File: src/hw/rtl/light_bar_pixel_mask_defines.svh
// assertion helpers used by the light bar mask rtl
`ifndef LIGHT_BAR_PIXEL_MASK_DEFINES_SVH
`define LIGHT_BAR_PIXEL_MASK_DEFINES_SVH

// condition must hold at every rising clock edge out of reset
`define LBPM_ASSERT_NOW(label, cond, msg) \
  label: assert property (@(posedge clk_i) disable iff (!rst_ni) (cond)) \
    else $error(msg);

// consequence must hold in the cycle after the antecedent
`define LBPM_ASSERT_NEXT(label, ante, cons, msg) \
  label: assert property (@(posedge clk_i) disable iff (!rst_ni) (ante) |=> (cons)) \
    else $error(msg);

`endif

File: src/hw/rtl/lbpm_pkg.sv
package lbpm_pkg;

  localparam int MAX_WIDTH_DEF = 2048;

  // result queue depth, room for two results plus steady-state slack
  localparam int RES_DEPTH = 4;
  localparam int RES_PTR_W = $clog2(RES_DEPTH);
  localparam int RES_CNT_W = $clog2(RES_DEPTH + 1);

  // dilation window: columns x-2..x+1 around the delayed pixel
  localparam int WIN_W = 4;

  // gray weights, they sum to 1 << GRAY_SHIFT
  localparam int GRAY_SHIFT = 14;
  localparam int GRAY_ACC_W = 22;
  localparam logic [GRAY_ACC_W-1:0] W_BLUE  = GRAY_ACC_W'(1868);
  localparam logic [GRAY_ACC_W-1:0] W_GREEN = GRAY_ACC_W'(9617);
  localparam logic [GRAY_ACC_W-1:0] W_RED   = GRAY_ACC_W'(4899);
  localparam logic [GRAY_ACC_W-1:0] GRAY_RND = GRAY_ACC_W'(8192);

  typedef enum logic [1:0] {
    REG_ENEMY_IS_BLUE  = 2'd0,
    REG_GRAY_THRESHOLD = 2'd1,
    REG_RED_THRESHOLD  = 2'd2,
    REG_BLUE_THRESHOLD = 2'd3
  } reg_idx_e;

  typedef struct packed {
    logic [7:0] blue;
    logic [7:0] green;
    logic [7:0] red;
    logic       row_end;
    logic       frame_end;
  } pix_t;

  typedef struct packed {
    logic light_mask;
    logic bright_mask;
    logic out_row_end;
    logic out_frame_end;
  } res_t;

  // results handed to the queue in the same cycle, first one leaves first
  typedef struct packed {
    logic [1:0] num;
    res_t       first;
    res_t       second;
  } res_push_t;

  function automatic logic [7:0] gray_of(input pix_t p);
    logic [GRAY_ACC_W-1:0] acc;
    acc = W_BLUE * GRAY_ACC_W'(p.blue) + W_GREEN * GRAY_ACC_W'(p.green)
        + W_RED * GRAY_ACC_W'(p.red) + GRAY_RND;
    return acc[GRAY_ACC_W-1:GRAY_SHIFT];
  endfunction

  // saturating channel difference against the selected threshold
  function automatic logic color_hit(input pix_t p, input logic blue_rule,
                                     input logic [7:0] red_thr,
                                     input logic [7:0] blue_thr);
    logic [7:0] diff;
    logic [7:0] thr;
    if (blue_rule) begin
      diff = (p.blue > p.red) ? p.blue - p.red : 8'd0;
      thr  = blue_thr;
    end else begin
      diff = (p.red > p.blue) ? p.red - p.blue : 8'd0;
      thr  = red_thr;
    end
    return diff > thr;
  endfunction

endpackage

File: src/hw/rtl/lbpm_res_fifo.sv
module lbpm_res_fifo
  import lbpm_pkg::*;
(
  input  logic                 clk_i,
  input  logic                 rst_ni,
  input  res_push_t            push_i,
  output logic [RES_CNT_W-1:0] count_o,
  output logic                 out_valid_o,
  input  logic                 out_ready_i,
  output res_t                 out_res_o
);

  res_t                 mem_q [RES_DEPTH];
  logic [RES_PTR_W-1:0] wr_ptr_q, wr_ptr_d;
  logic [RES_PTR_W-1:0] rd_ptr_q, rd_ptr_d;
  logic [RES_CNT_W-1:0] count_q, count_d;
  logic                 pop;
  logic [RES_PTR_W-1:0] wr_ptr_nx;

  assign pop         = out_valid_o && out_ready_i;
  assign out_valid_o = (count_q != '0);
  assign out_res_o   = mem_q[rd_ptr_q];
  assign count_o     = count_q;
  assign wr_ptr_nx   = wr_ptr_q + RES_PTR_W'(1);

  always_comb begin
    wr_ptr_d = wr_ptr_q + RES_PTR_W'(push_i.num);
    rd_ptr_d = pop ? rd_ptr_q + RES_PTR_W'(1) : rd_ptr_q;
    count_d  = count_q + RES_CNT_W'(push_i.num) - RES_CNT_W'(pop);
  end

  always_ff @(posedge clk_i or negedge rst_ni) begin
    if (!rst_ni) begin
      wr_ptr_q <= '0;
      rd_ptr_q <= '0;
      count_q  <= '0;
    end else begin
      wr_ptr_q <= wr_ptr_d;
      rd_ptr_q <= rd_ptr_d;
      count_q  <= count_d;
    end
  end

  always_ff @(posedge clk_i) begin
    if (push_i.num != 2'd0) begin
      mem_q[wr_ptr_q] <= push_i.first;
    end
    if (push_i.num == 2'd2) begin
      mem_q[wr_ptr_nx] <= push_i.second;
    end
  end

endmodule

File: src/hw/rtl/light_bar_pixel_mask.sv
// channel   direction  payload         handshake
// in        input      pix_t in_pix_i  in_valid_i / in_ready_o
// out       output     res_t out_res_o out_valid_o / out_ready_i
// cfg       input      apb registers   psel / penable / pwrite, pready tied high
//
// one pixel item per cycle while the queue has room; results enter the queue when the
// item that releases them advances, a mid-row pixel is released by the pixel after it
// input register -> gray, threshold and window logic -> four-entry result queue
// a row end item yields two results (one in a one-pixel row), a row start item none
// in_ready_o drops only while the queue lacks room for the held item's results
// reset clears control state and the line buffer fill count, no clearing pass
// line buffer: one-bit memory, read one column ahead with a registered read
`include "light_bar_pixel_mask_defines.svh"

module light_bar_pixel_mask
  import lbpm_pkg::*;
#(
  parameter int MAX_WIDTH = MAX_WIDTH_DEF
) (
  input  logic        clk_i,
  input  logic        rst_ni,
  // pixel items
  input  logic        in_valid_i,
  output logic        in_ready_o,
  input  pix_t        in_pix_i,
  // result items
  output logic        out_valid_o,
  input  logic        out_ready_i,
  output res_t        out_res_o,
  // register port
  input  logic        psel,
  input  logic        penable,
  input  logic        pwrite,
  input  logic [3:0]  paddr,
  input  logic [31:0] pwdata,
  output logic [31:0] prdata,
  output logic        pready
);

  localparam int COL_W  = $clog2(MAX_WIDTH);
  localparam int FILL_W = $clog2(MAX_WIDTH + 1);
  localparam logic [COL_W-1:0] LAST_COL = COL_W'(MAX_WIDTH - 1);

  typedef struct packed {
    logic bright;
    logic color;
  } pend_t;

  // ---------------------------------------------------------------------
  // configuration registers
  // ---------------------------------------------------------------------
  logic       enemy_blue_q;
  logic [7:0] gray_thr_q;
  logic [7:0] red_thr_q;
  logic [7:0] blue_thr_q;
  logic       cfg_wr;
  reg_idx_e   cfg_idx;

  assign pready  = 1'b1;
  assign cfg_wr  = psel && penable && pwrite && pready;
  assign cfg_idx = reg_idx_e'(paddr[3:2]);

  always_ff @(posedge clk_i or negedge rst_ni) begin
    if (!rst_ni) begin
      enemy_blue_q <= 1'b0;
      gray_thr_q   <= '0;
      red_thr_q    <= '0;
      blue_thr_q   <= '0;
    end else if (cfg_wr) begin
      case (cfg_idx)
        REG_ENEMY_IS_BLUE:  enemy_blue_q <= pwdata[0];
        REG_GRAY_THRESHOLD: gray_thr_q   <= pwdata[7:0];
        REG_RED_THRESHOLD:  red_thr_q    <= pwdata[7:0];
        REG_BLUE_THRESHOLD: blue_thr_q   <= pwdata[7:0];
        default: ;
      endcase
    end
  end

  always_comb begin
    case (cfg_idx)
      REG_ENEMY_IS_BLUE:  prdata = {31'd0, enemy_blue_q};
      REG_GRAY_THRESHOLD: prdata = {24'd0, gray_thr_q};
      REG_RED_THRESHOLD:  prdata = {24'd0, red_thr_q};
      REG_BLUE_THRESHOLD: prdata = {24'd0, blue_thr_q};
      default:            prdata = '0;
    endcase
  end

  // ---------------------------------------------------------------------
  // input register
  // ---------------------------------------------------------------------
  logic a_valid_q;
  pix_t a_pix_q;
  logic a_adv;
  logic in_acc;

  assign in_ready_o = !a_valid_q || a_adv;
  assign in_acc     = in_valid_i && in_ready_o;

  always_ff @(posedge clk_i or negedge rst_ni) begin
    if (!rst_ni) begin
      a_valid_q <= 1'b0;
    end else if (in_ready_o) begin
      a_valid_q <= in_valid_i;
    end
  end

  always_ff @(posedge clk_i) begin
    if (in_acc) begin
      a_pix_q <= in_pix_i;
    end
  end

  // ---------------------------------------------------------------------
  // row state
  // ---------------------------------------------------------------------
  logic [COL_W-1:0]  col_q, col_d;
  logic [FILL_W-1:0] fill_q, fill_d;
  logic [WIN_W-2:0]  cur_win_q, cur_win_d;
  logic [WIN_W-2:0]  prev_win_q, prev_win_d;
  pend_t             pend_q, pend_d;
  logic              first_row_q, first_row_d;

  // line buffer read path
  logic lb_mem [MAX_WIDTH];
  logic lb_rd_q;
  logic lb_fwd_q, lb_fwd_bit_q, lb_ok_q;

  logic              bright, color;
  logic              prev_bit;
  logic [WIN_W-1:0]  cwin, pwin, win;
  logic              rend, has_mid;
  logic [1:0]        num;
  logic [COL_W-1:0]  next_col;
  logic [FILL_W-1:0] col_ext;
  logic [RES_CNT_W-1:0] fifo_count;
  logic [RES_CNT_W-1:0] free;
  res_t              res_mid, res_end;
  res_push_t         push;

  assign bright = gray_of(a_pix_q) > gray_thr_q;
  assign color  = color_hit(a_pix_q, enemy_blue_q, red_thr_q, blue_thr_q);

  // previous row bit: none in the first row, nothing past the filled part
  assign prev_bit = !first_row_q && lb_ok_q && (lb_fwd_q ? lb_fwd_bit_q : lb_rd_q);

  assign pwin = {prev_win_q, prev_bit};
  assign cwin = {cur_win_q, bright};
  assign win  = pwin | cwin;

  // overlong row closes at the last buffer column
  assign rend    = a_pix_q.row_end || a_pix_q.frame_end || (col_q == LAST_COL);
  assign has_mid = (col_q != '0);
  assign num     = {1'b0, has_mid} + {1'b0, rend};

  // delayed pixel sees x-2..x+1, the row end pixel has no right neighbor
  always_comb begin
    res_mid.light_mask    = enemy_blue_q ? (pend_q.color && (|win)) : pend_q.color;
    res_mid.bright_mask   = pend_q.bright;
    res_mid.out_row_end   = 1'b0;
    res_mid.out_frame_end = 1'b0;
    res_end.light_mask    = enemy_blue_q ? (color && (|win[WIN_W-2:0])) : color;
    res_end.bright_mask   = bright;
    res_end.out_row_end   = 1'b1;
    res_end.out_frame_end = a_pix_q.frame_end;
  end

  assign free  = RES_CNT_W'(RES_DEPTH) - fifo_count;
  assign a_adv = a_valid_q && (free >= RES_CNT_W'(num));

  always_comb begin
    push.num    = a_adv ? num : 2'd0;
    push.first  = has_mid ? res_mid : res_end;
    push.second = res_end;
  end

  assign next_col = rend ? '0 : col_q + COL_W'(1);
  assign col_ext  = FILL_W'(col_q);

  always_comb begin
    col_d       = col_q;
    fill_d      = fill_q;
    cur_win_d   = cur_win_q;
    prev_win_d  = prev_win_q;
    pend_d      = pend_q;
    first_row_d = first_row_q;
    if (a_adv) begin
      col_d = next_col;
      // written columns always run from zero upward
      if (col_ext >= fill_q) begin
        fill_d = col_ext + FILL_W'(1);
      end
      if (rend) begin
        cur_win_d   = '0;
        prev_win_d  = '0;
        pend_d      = '0;
        first_row_d = a_pix_q.frame_end;
      end else begin
        cur_win_d   = cwin[WIN_W-2:0];
        prev_win_d  = pwin[WIN_W-2:0];
        pend_d      = '{bright: bright, color: color};
      end
    end
  end

  always_ff @(posedge clk_i or negedge rst_ni) begin
    if (!rst_ni) begin
      col_q        <= '0;
      fill_q       <= '0;
      cur_win_q    <= '0;
      prev_win_q   <= '0;
      pend_q       <= '0;
      first_row_q  <= 1'b1;
      lb_ok_q      <= 1'b0;
      lb_fwd_q     <= 1'b0;
      lb_fwd_bit_q <= 1'b0;
    end else begin
      col_q       <= col_d;
      fill_q      <= fill_d;
      cur_win_q   <= cur_win_d;
      prev_win_q  <= prev_win_d;
      pend_q      <= pend_d;
      first_row_q <= first_row_d;
      if (a_adv) begin
        // a one-pixel row reads back the column it writes
        lb_ok_q      <= FILL_W'(next_col) < fill_d;
        lb_fwd_q     <= (next_col == col_q);
        lb_fwd_bit_q <= bright;
      end
    end
  end

  // write this column, fetch the next one for the following pixel
  always_ff @(posedge clk_i) begin
    if (a_adv) begin
      lb_mem[col_q] <= bright;
      lb_rd_q       <= lb_mem[next_col];
    end
  end

  // ---------------------------------------------------------------------
  // result queue
  // ---------------------------------------------------------------------
  lbpm_res_fifo u_res_fifo (
    .clk_i       (clk_i),
    .rst_ni      (rst_ni),
    .push_i      (push),
    .count_o     (fifo_count),
    .out_valid_o (out_valid_o),
    .out_ready_i (out_ready_i),
    .out_res_o   (out_res_o)
  );

  `LBPM_ASSERT_NOW(a_queue_bound, fifo_count <= RES_CNT_W'(RES_DEPTH), "result queue overflow")
  `LBPM_ASSERT_NEXT(a_row_wrap, a_adv && rend, !(|{col_q, pend_q}), "row state not cleared")
  `LBPM_ASSERT_NEXT(a_frame_first, a_adv && a_pix_q.frame_end, first_row_q, "no new frame")
  `LBPM_ASSERT_NEXT(a_fill_mono, 1'b1, fill_q >= $past(fill_q), "line buffer fill count went down")

endmodule

File: config.mk
export PLATFORM = sky130hd
export DESIGN_NAME = light_bar_pixel_mask
export DESIGN_NICKNAME = d
export VERILOG_FILES = /design/src/hw/rtl/lbpm_pkg.sv /design/src/hw/rtl/lbpm_res_fifo.sv /design/src/hw/rtl/light_bar_pixel_mask.sv
export VERILOG_INCLUDE_DIRS = /design/src /design/src/hw/rtl
export SDC_FILE = /design/constraint.sdc
export NUM_CORES = 2
export LEC_CHECK = 0
export BUFFER_PORTS_ARGS = -buffer_cell sky130_fd_sc_hd__buf_2
export CORE_MARGIN = 5
export CORE_UTILIZATION = 52
export CTS_CLUSTER_SIZE = 12
export DETAILED_ROUTE_END_ITERATION = 12
export PLACE_DENSITY = 0.7
export SKIP_LAST_GASP = 1
export SYNTH_ARGS = -nofsm -noshare
export SYNTH_HDL_FRONTEND = slang
export SYNTH_HIERARCHICAL = 1
export SYNTH_SLANG_ARGS = --single-unit
File: constraint.sdc
create_clock -name clk_i -period 187.8 [get_ports clk_i]
set_input_delay 37.56 -clock clk_i [delete_from_list [all_inputs] [get_ports clk_i]]
set_output_delay 37.56 -clock clk_i [all_outputs]
set_load 0.02 [all_outputs]
## After elaboration in Yosys (flattened, before gate mapping)

Memory sizes are Yosys's and may differ from the RTL's. A register that Yosys moved wholly into a read port is not among the register bits.
Cells that the tools add are included.

- Bits in registers: 94
- Bits in writable memories: 2064
- Bits of input ports: 69
- Word-level logic and storage cells: 103
- Memories: 2

- Add/subtract/negate cells: 14
- Multipliers: 3
- Order comparisons: 7
- Equality and inequality tests: 6
- Multiplexer cells: 22
- Bitwise operators: 1
- Reductions and logical operators: 25

Memory list:

| memory | depth | width | rd ports | clocked after Yosys merged registers in | wr ports | RTL line | source |
|---|---|---|---|---|---|---|---|
| lb_mem | 2048 | 1 | 1 | 1 | 1 | light_bar_pixel_mask.sv:126 | `logic lb_mem [MAX_WIDTH];` |
| u_res_fifo.mem_q | 4 | 4 | 1 | 0 | 2 | lbpm_res_fifo.sv:13 | `res_t mem_q [RES_DEPTH];` |

Operators by type and width:

| kind | number |
|---|---|
| $pmux W32 S4 | 1 |
| $gt A8 B8 Y1 | 4 |
| $mux W8 | 4 |
| $mux W12 | 2 |
| $add A19 B22 Y22 | 1 |
| $add A22 B14 Y22 const B | 1 |
| $add A22 B21 Y22 | 1 |
| $mul A14 B8 Y22 const A | 1 |
| $mul A13 B8 Y21 const A | 1 |
| $mul A9 B8 Y17 const A | 1 |
| $sub A8 B8 Y8 | 2 |
| $add A11 B1 Y12 const B | 1 |
| $ge A11 B12 Y1 | 1 |
| $lt A11 B12 Y1 | 1 |
| $add A11 B1 Y11 const B | 1 |
| $eq A11 B11 Y1 | 1 |
| $eq A11 B11 Y1 const B | 1 |
| $mux W11 | 1 |
| $reduce_bool A11 Y1 | 1 |
| $reduce_and A2 Y1 | 5 |
| $logic_and A1 B1 Y1 | 9 |
| $mux W1 | 9 |
| $eq A2 B2 Y1 const B | 3 |
| $mux W3 | 2 |
| 18 further kinds | 23 |

## Longest topological paths before layout

- Depth in word-level cells: 10
- Depth in mapped cells: 38
- Depth with buffers taken out: 38

## By module

Netlist, hierarchy kept.

Modules (own cells, without submodules):

| module | times used | cells an instance | area each (um^2) | seq. area each (um^2) |
|---|---|---|---|---|
| light_bar_pixel_mask | 1 | 8547 | 99514.2 | 63812.5 |
| lbpm_res_fifo | 1 | 78 | 1231.2 | 655.6 |

## Worst setup path before layout

OpenSTA, ideal clock, no wires.

- Path kind: input to output
- Start point: in paddr[3]
- End point: out prdata[0]
- Data arrival time: 38.462 ns
- Data required time: 150.240 ns
- Setup slack: 111.778 ns
- Stages on the path: 3
- Buffers on the path: 2
- Cell sequence: clkbuf_1 -> clkbuf_1 -> mux4_2

- Word-level cells in the longest chain between the ends: 2
- Elaborated cells between the ends (all ways): 5
- Classes of those cells: 3 x eq/ne; 1 x mux; 1 x reduce/logical

Ends and longest elaborated chain:

| element | RTL line | source |
|---|---|---|
| from (decl) | light_bar_pixel_mask.sv:34 | `input logic [3:0] paddr,` |
| $eq A2 B2 Y1, or another cell as far along | light_bar_pixel_mask.sv:81 | `case (cfg_idx)` |
| $pmux W32 S4 * | light_bar_pixel_mask.sv:81 |  |
| to (decl) | light_bar_pixel_mask.sv:36 | `output logic [31:0] prdata,` |

Mark *: on every way between the ends. The rest lies on a longest branch, timed or not. The select of a mux whose other input is x is not followed.

## Worst setup path in the final report

- Start point: in paddr[3]
- End point: out prdata[5]

The elaborated chain is that of the path after synthesis.

==> results.md <==
- Hold Crit Class: register to register
- Sequential element share of the synthesized area: 64.0%
- Crit path max fanout: 19
- Fillers: approximately 16000
- Port bufs: 56
- Vias/cell: 6.66
- Most used flip-flop cell after synthesis: edfxtp_1
- Yosys warning total: 6
- Total track usage: 30.7%
- Starting DRC count in detailed routing: between 10000 and 15000
- Die Area: just over 200000 um^2
- Longest Clk Path Bufs: 3
- Post-DP HPWL: 167 mm
- Post-synth cell types: around 110
- Relative slew slack: less than 1%
- Top cells by area, synth: edfxtp_1, nor2_1, o221ai_1
- CP Capture Type: output pin
- Die height: ~450 um
- Post-CTS Repair Setup Buffers: 0
- Worst skew pair latency: around 0.89 ns
- CTS root buf: clkbuf_16
- Worst slew pin tran: 1.50 ns
- Tcrit/Tclk final: roughly 41%
- Number of synthesized flops with an enable pin: approximately 2100
- Post-CTS Hold Buffers: 0
- Clk sinks: between 2000 and 2500
- Final hold violations: 0
- Vias: just over 70000
- CTS HTree Levels: 4
- Remaining DRCs: 0
- CP Class: input pin to output pin
- Worst EP required: between 150 and 200 ns
- Total grt overflow: 0
- Starting Density: 52.3%
- Layout net count: 8622
- Antenna violations before repair: 11
- Yosys reg bits: ~2200
- Achievable Freq: between 10 and 15 MHz
- GP Congestion: about 0.90
- Final setup viols: 0
- Clock skew: 0.0688 ns
- First-pass DRT Iterations: 8
- RSZ-0062 raised after global routing: no
- Worst path arrival time: between 30 and 40 ns
- Cell Area, Synth: roughly 100000 um^2
- Vias in the first global route: 69647
- Die Wd: around 450 um
- Num CTS Buffers: roughly 220
- Global-route wire length before repair: about 460 mm
- # IOs: around 110
- Asr flop ratio synth: around 3.1%
- Clock transition at path regs: 0.06 ns
- Post-cts resize count: 0
- Most frequent cells in the layout: nor2_1, edfxtp_1, nand2_1, o221ai_1, a21oi_1
- Area delta synth->final: 8.02%
- Max Slew Vio Count: 0
- Syn avg cell area: roughly 12 um^2
- CP Launch Type: input pin
- Core footprint: approximately 190000 um^2
- Yosys top cell area share: 62.3%
- Most common cell after layout, fill and taps aside: nor2_1
- Post-route minimum period: between 70 and 80 ns
- Overall routed net length: around 320 mm
- Post-route ant nets: 0
- Setup TNS: 0 ns
- Ratio of cells with drive above 1 in the final layout: under 10%
- Post-synth top area cell: edfxtp_1
- Max_cap viols: 0
- Site Rows: roughly 160
- Pin count of the biggest net entering global routing: 335
- TritonCTS clock tree: yes
- Status: finished clean
- Cells after Synth: 8625
- Routed wire per std cell: about 29 um
==> critical path, cell delays in order <==
cell and delay, ns:
buf_2 0.26, nor2b_1 0.51, a22o_1 0.25, buf_2 0.17
==> area by class of cell <==
class                           instances  area, um^2  share of cell area (%)
Tap cell                             2526        3160                    2.90
Timing Repair Buffer                  211        1580                    1.45
Antenna cell                            5        12.5                  0.0115
Inverter                              255         970                   0.891
Multi-Input combinational cell       5414       32300                    29.7
Clock inverter                         57         561                   0.515
Sequential cell                      2158       64500                    59.2
Clock buffer                          302        5790                    5.32
==> cell families after synthesis <==
family	after synthesis	share of synthesized area [%]
xor+xnor	41	0.390
buf+inv	1080	4.57
mux	259	2.95
fa+ha+maj	298	4.37
flops	2158	64.0
compound gates	1423	10.1
other cells	2	0.00745
simple gates	3364	13.6
==> registers in the layout, summed over array words and instances, names as in the netlist, 8 cells and up <==
| name | count |
|---|---|
| a_pix_q | 26 |
| blue_thr_q | 8 |
| col_q | 11 |
| fill_q | 12 |
| gray_thr_q | 8 |
| lb_mem | 2048 |
| red_thr_q | 8 |
| u_res_fifo/mem_q | 16 |
==> stage by stage <==
stage / hold slack [ns] / instance area [um^2] / instances / util, % / setup slack, ns
finish: 0.507 / 109000 / 10928 / 56.5 / 111.49
global route: 0.522 / 109000 / 10923 / 56.5 / 111.38
CTS: 0.499 / 109000 / 10923 / 56.5 / 111.48
detailed placement: 0.484 / 102000 / 10564 / 53.2 / 111.48
global placement: 0.465 / 102000 / 10564 / 53.2 / 111.51
floorplan: 0.446 / 101000 / 8652 / - / 111.78
==> synthesized netlist by cell type (all sizes together), types with 13 or more instances <==
| cell type | n |
|---|---|
| mux2i | 170 |
| o21ai | 154 |
| xnor2 | 27 |
| nand2 | 701 |
| o211ai | 40 |
| nor4 | 51 |
| a221oi | 17 |
| o221ai | 383 |
| o22ai | 170 |
| buf | 287 |
| o2111ai | 18 |
| a31oi | 84 |
| nor3 | 74 |
| nor2b | 15 |
| o31ai | 17 |
| fa | 90 |
| edfxtp | 2091 |
| ha | 208 |
| mux2 | 65 |
| clkbuf | 538 |
| or2 | 16 |
| nand3 | 198 |
| inv | 254 |
| and3 | 39 |
| nand4 | 52 |
| mux4 | 24 |
| a211oi | 46 |
| a21o | 26 |
| and2 | 13 |
| dfrtp | 66 |
| a22o | 18 |
| or4 | 13 |
| a21oi | 282 |
| nor2 | 2143 |
| o21bai | 13 |
| o31a | 14 |
| xor2 | 14 |
| o311ai | 17 |
==> routing by layer <==
layer | part of all wire [%] | GRT usage [%] | vias up
li1 | - | - | 30417
met1 | 35 | 39.8 | 36055
met2 | 45 | 48.0 | 5184
met3 | 14 | 7.84 | 1133
met4 | 6.6 | 16.3 | 10
met5 | 0.026 | 0 | -
==> worst paths after layout <==
kind	cells after the start	slack (ns)	startpoint	endpoint
worst max-delay path	4	111.49	paddr[3]	prdata[5]
worst min-delay path	2	0.51	lb_fwd_bit_q$_DFFE_PN0P_	lb_fwd_bit_q$_DFFE_PN0P_
worst max register to register	37	174.17	a_pix_q[24]$_DFFE_PP_	lb_mem[854]$_DFFE_PP_
worst min register to register	2	0.51	lb_fwd_bit_q$_DFFE_PN0P_	lb_fwd_bit_q$_DFFE_PN0P_
max in group asynchronous	2	150.12	rst_ni	col_q[0]$_DFFE_PN0P_
min in group asynchronous	2	36.92	rst_ni	u_res_fifo/count_o[2]$_DFF_PN0_
Power is left out: the tool's default activity adds up to more than one toggle a clock period on the data nets, which glitch-free logic cannot reach.
